===== src/rtl/arpt_pkg.sv =====
// shared constants, types and codes for the arp reply table tracker
package arpt_pkg;

    localparam int ENTRY_BITS_DEF = 8;
    localparam int MAC_SLOTS_DEF  = 3;
    localparam int SCAN_SLOTS_DEF = 128;

    localparam logic [15:0] ETHER_ARP = 16'h0806;
    localparam logic [15:0] OP_REPLY  = 16'h0002;
    localparam int PERCENT     = 100;
    localparam int WALK_LANES  = 8;
    localparam int NUM_W       = 15;

    // register index (byte address bits [3:2])
    localparam logic [1:0] REG_SUBNET = 2'd0;
    localparam logic [1:0] REG_HOST   = 2'd1;
    localparam logic [1:0] REG_SCANS  = 2'd2;

    localparam logic [31:0] SUBNET_RST = 32'd0;
    localparam logic [3:0]  HOST_RST   = 4'd8;
    localparam logic [7:0]  SCANS_RST  = 8'd10;

    // result status codes
    localparam logic [2:0] STAT_NOT_ARP   = 3'd0;
    localparam logic [2:0] STAT_NOT_REPLY = 3'd1;
    localparam logic [2:0] STAT_RANGE     = 3'd2;
    localparam logic [2:0] STAT_NEW       = 3'd3;
    localparam logic [2:0] STAT_KNOWN     = 3'd4;
    localparam logic [2:0] STAT_FULL      = 3'd5;
    localparam logic [2:0] STAT_READ_DONE = 3'd6;
    localparam logic [2:0] STAT_BAD_SCAN  = 3'd7;

    typedef enum logic [3:0] {
        S_CLEAR,
        S_IDLE,
        S_CHECK,
        S_REC_RD,
        S_REC_CHK,
        S_RD_RD,
        S_RD_WAIT,
        S_RD_WALK,
        S_RD_NEXT,
        S_DIV,
        S_OUT
    } state_t;

    typedef struct packed {
        logic load;
        logic clr_wr;
        logic slot_rst;
        logic slot_inc;
        logic mem_rd;
        logic rec_wr;
        logic walk_rst;
        logic walk_step;
        logic acc_rst;
        logic mac_cap;
        logic dev_acc;
        logic div_start;
        logic res_pre;
        logic res_hit;
        logic res_full;
        logic res_read;
        logic out_load;
    } cmd_t;

    typedef struct packed {
        logic pre_drop;
        logic is_read;
        logic row_hit;
        logic row_empty;
        logic slot_last;
        logic chunk_last;
        logic clr_last;
        logic div_done;
    } sts_t;

endpackage


===== src/rtl/arpt_ctrl.sv =====
// sequencing state machine for record and readout
module arpt_ctrl import arpt_pkg::*; (
    input  logic clk,
    input  logic rst_n,
    input  logic in_valid,
    output logic in_ready,
    output logic out_valid,
    input  logic out_ready,
    input  sts_t sts,
    output cmd_t cmd
);

    state_t state_reg, state_next;
    logic   out_valid_reg, out_valid_next;

    always_comb
    begin
        state_next = state_reg;
        case (state_reg)
            S_CLEAR:   if (sts.clr_last) state_next = S_IDLE;
            S_IDLE:    if (in_valid) state_next = S_CHECK;
            S_CHECK:
            begin
                if (sts.pre_drop)
                    state_next = S_OUT;
                else if (sts.is_read)
                    state_next = S_RD_RD;
                else
                    state_next = S_REC_RD;
            end
            S_REC_RD:  state_next = S_REC_CHK;
            S_REC_CHK:
            begin
                if (sts.row_hit || sts.slot_last)
                    state_next = S_OUT;
                else
                    state_next = S_REC_RD;
            end
            S_RD_RD:   state_next = S_RD_WAIT;
            S_RD_WAIT: state_next = sts.row_empty ? S_DIV : S_RD_WALK;
            S_RD_WALK: if (sts.chunk_last) state_next = S_RD_NEXT;
            S_RD_NEXT: state_next = sts.slot_last ? S_DIV : S_RD_RD;
            S_DIV:     if (sts.div_done) state_next = S_OUT;
            S_OUT:     if (!out_valid_reg || out_ready) state_next = S_IDLE;
            default:   state_next = S_IDLE;
        endcase
    end

    always_comb
    begin
        cmd = '0;
        case (state_reg)
            S_CLEAR: cmd.clr_wr = 1'b1;
            S_IDLE:  cmd.load = in_valid;
            S_CHECK:
            begin
                if (sts.pre_drop)
                begin
                    cmd.res_pre = 1'b1;
                end
                else
                begin
                    cmd.slot_rst = 1'b1;
                    cmd.acc_rst  = 1'b1;
                end
            end
            S_REC_RD: cmd.mem_rd = 1'b1;
            S_REC_CHK:
            begin
                if (sts.row_hit)
                begin
                    cmd.rec_wr  = 1'b1;
                    cmd.res_hit = 1'b1;
                end
                else if (sts.slot_last)
                    cmd.res_full = 1'b1;
                else
                    cmd.slot_inc = 1'b1;
            end
            S_RD_RD:
            begin
                cmd.mem_rd   = 1'b1;
                cmd.walk_rst = 1'b1;
            end
            S_RD_WAIT:
            begin
                if (sts.row_empty)
                    cmd.div_start = 1'b1;
                else
                    cmd.mac_cap = 1'b1;
            end
            S_RD_WALK: cmd.walk_step = 1'b1;
            S_RD_NEXT:
            begin
                cmd.dev_acc = 1'b1;
                if (sts.slot_last)
                    cmd.div_start = 1'b1;
                else
                    cmd.slot_inc = 1'b1;
            end
            S_DIV:   cmd.res_read = sts.div_done;
            S_OUT:   cmd.out_load = !out_valid_reg || out_ready;
            default: cmd = '0;
        endcase
    end

    always_comb
    begin
        out_valid_next = out_valid_reg;
        if (cmd.out_load)
            out_valid_next = 1'b1;
        else if (out_ready)
            out_valid_next = 1'b0;
    end

    always_ff @(posedge clk or negedge rst_n)
    begin
        if (!rst_n)
        begin
            state_reg     <= S_CLEAR;
            out_valid_reg <= 1'b0;
        end
        else
        begin
            state_reg     <= state_next;
            out_valid_reg <= out_valid_next;
        end
    end

    assign in_ready  = (state_reg == S_IDLE);
    assign out_valid = out_valid_reg;

endmodule


===== config.mk =====
export PLATFORM = sky130hd
export DESIGN_NAME = arpt_ctrl
export DESIGN_NICKNAME = d
export VERILOG_FILES = /design/src/rtl/arpt_pkg.sv /design/src/rtl/arpt_ctrl.sv
export SDC_FILE = /design/constraint.sdc
export NUM_CORES = 1
export LEC_CHECK = 0
export BUFFER_PORTS_ARGS = -buffer_cell sky130_fd_sc_hd__buf_2
export CAP_MARGIN = 20
export CORE_MARGIN = 4
export CORE_UTILIZATION = 33
export DETAILED_ROUTE_END_ITERATION = 10
export MAX_ROUTING_LAYER = met4
export PLACE_DENSITY = 0.58
export SYNTH_ARGS = -nofsm -noshare
export SYNTH_HDL_FRONTEND = slang
export SYNTH_SLANG_ARGS = --single-unit

===== constraint.sdc =====
create_clock -name clk -period 2.1 [get_ports clk]
set_input_delay 0.42 -clock clk [delete_from_list [all_inputs] [get_ports clk]]
set_output_delay 0.42 -clock clk [all_outputs]
set_load 0.01 [all_outputs]

==> results.toml <==
[global_route]
grt_pass1_wl_um = 2950
overflow = 0
grt_pass1_vias = 689
grt_max_degree = 18
grt_usage_pct = 14.5
antenna_found_initial = 0

[logic_synthesis]
yosysTopAreaCell = "dfrtp_1"
synthTopCellsByArea = "dfrtp_1 19%, o32ai_4 8.6%, nand2b_1 6.8%"
synth_flop_cell = "dfrtp_1"
async_flop_share_pct = 100
netlist_instances = 81
syn_nets = 93
yosysWarnings = 0
yosys-top-cells-count = "7 x nand2b_1, 6 x a21oi_1, 6 x nor2_1"
seq_area_frac_synth_pct = 19.5
syn-cell-area_sq_um = 642
synth_top_area_share_pct = 19.5
synth_edf_count = 0
ys_seq_elements = 5
synth_cell_type_count = 37
yosysMostFrequentCell = "nand2b_1"
avgSynthCellArea_sq_um = 7.92

[timing]
max_freq_mhz = 499
skew_ns = 0.000252
worst_pin_slew_ns = 0.324
finalSetupViolations = 0
slew_headroom_pct = 78.2
fin_tns_setup_ns = 0
period_share_pct = 95.4
fin_hold_ws_ns = 0.525
drv_slew = 0
hold_viol_final = 0
post-route-min-period_ns = 2.00
rsz0062_at_grt = "no"

[floorplanning]
coreArea_sq_mm = 0.00178
num_rows = 15
die_area_sq_mm = 0.00271
die_y_um = 52.1
io_pins = 31
die_w_um = 52.1
initial_core_util_pct = 36.0

[placement]
placed_area_sq_um = 803
gp_congestion = 0.829
hpwl_um = 1450
portBuffers = 30

[flow_run]
drv_cap = 0

[cts]
clk_path_buf_depth = 2
post_cts_buffers = 0
cts_tree = "built"
clkTransAtPathRegs_ns = 0.04
clock-sinks = 5
cts-root-buf = "clkbuf_4"
cts_buffers = 3
cts_max_level = 1
clk_latency_ns = 0.24

[hold_path]
hp-class = "primary input to asynchronous set/reset pin"

[setup_path]
arrival_ns = 1.58
slowest_delay_ns = 0.45
cp-end-kind = "primary output"
worstPathCellList = "buf_6 > or3_1 > a21oi_1 > buf_2"
required_ns = 1.68
path_class = "flip-flop to primary output"
crit_slowest_cell = "dfrtp_1"
start_kind = "flip-flop"
critPathMaxFanout = 17

[power_and_ir_drop]
leakage_uw = 0.000405
pwr_density_cell_mw_per_mm2 = 1360
ir_worst_vdd_v = 0.000510
total_power_uw = 1170

[finish]
fin_area_sq_um = 861
fin_nets = 124
largest_register_ffs = 4
final_util_pct = 48.3
area_delta_synth_final_pct = 34.1
diodes = 0
fill_cells = 188
drive_gt1_share_pct = 45.0

[drt]
firstDrtPassIters = 4
drc_errors = 0
wl_per_cell_um = 13.6
antenna_left = 0
via_per_inst = 5.32
wl_um = 1850
dr_total_vias = 724
drtIter0Drc = 25

[outcome]
status = "finished clean"
[timing repair]
| item | CTS | global route |
|---|---|---|
| hold buffers | 1 | 0 |
| endpoints found under the setup margin | 0 | 8 |
| endpoints found under the hold margin | 5 | 0 |
| gates resized for setup | 0 | 6 |
[worst paths after layout]
kind,start,end,slack [ns],depth (start not counted)
setup / recovery,state_reg[1]$_DFFE_PN0P_,cmd[13],0.1,4
hold / removal,rst_n,out_valid$_DFFE_PN0P_,0.53,2
setup reg to reg,state_reg[2]$_DFFE_PN0P_,state_reg[1]$_DFFE_PN0P_,0.31,5
hold reg to reg,out_valid$_DFFE_PN0P_,out_valid$_DFFE_PN0P_,0.58,2
max in group asynchronous,rst_n,state_reg[0]$_DFFE_PN0P_,1.43,2
min in group clk,sts[3],state_reg[2]$_DFFE_PN0P_,0.57,3
[stage by stage]
stage | instances | worst slack [ns]
2_1_floorplan | 81 | 0.171
3_3_place_gp | 131 | 0.285
6_report | 136 | 0.0966
4_1_cts | 136 | 0.0128
5_1_grt | 136 | 0.0119
3_5_place_dp | 131 | 0.273
[kinds of logic after synthesis]
kind of cell / Yosys count / synth area share, %
AND/OR/NAND/NOR: 36 / 35.3
AO/OA/AOI/OAI: 24 / 29.6
buffers and inverters: 13 / 10.1
flip-flops: 5 / 19.5
multiplexers: 2 / 4.09
XOR/XNOR: 1 / 1.36
[per-layer routing]
layer | wire length, um | track usage, % | up-vias
met5 | 0 | - | -
met4 | 14 | 5.68 | 0
met3 | 90 | 2.01 | 2
met2 | 895 | 23.8 | 28
met1 | 851 | 17.9 | 335
li1 | - | - | 359
[placed cells by master (no fill, tap or decap), drive strengths merged]
| master | instances |
|---|---|
| buf | 34 |
| nor2 | 7 |
| nand2b | 7 |
| a21oi | 6 |
| nor3 | 5 |
| o21ai | 5 |
| dfrtp | 5 |
| inv | 4 |
| clkbuf | 4 |
| nand2 | 3 |
| a31oi | 3 |
| nand4bb | 2 |
| o32ai | 2 |
| o22ai | 2 |
| nor4b | 2 |
| mux2 | 2 |
| nor4 | 1 |
| or2 | 1 |
| or3 | 1 |
| nand4b | 1 |
| and2 | 1 |
| nor3b | 1 |
| and3 | 1 |
| or4 | 1 |
| xnor2 | 1 |
| o211ai | 1 |
| or3b | 1 |
| nand3b | 1 |
| a21o | 1 |
| o211a | 1 |
| o31a | 1 |
| o21a | 1 |
| a211oi | 1 |
| dlygate4sd3 | 1 |
[layout make-up]
class                      instances  area (sq um)  share of cell area, %
clock buffer                       4          26.3                   3.05
multi-input combinational         63           468                   54.4
timing repair buffer              35           194                   22.5
inverter                           4          15.0                   1.74
sequential                         5           126                   14.7
tap                               25          31.3                   3.63
[power breakdown]
| group | switching, uW | total, uW | internal, uW |
|---|---|---|---|
| clock | 37.3 | 109 | 71.7 |
| sequential | 93.1 | 233 | 140 |
| combinational | 441 | 825 | 384 |
[worst max-delay path: cells and delay by family (launching register included)]
family                 cells  cell delay, ns
buffers and inverters      2            0.33
DFF                        1            0.45
AOI/OAI and AO/OA          1            0.13
and+or+nand+nor            1            0.42
(Power assumes the default switching activity.)
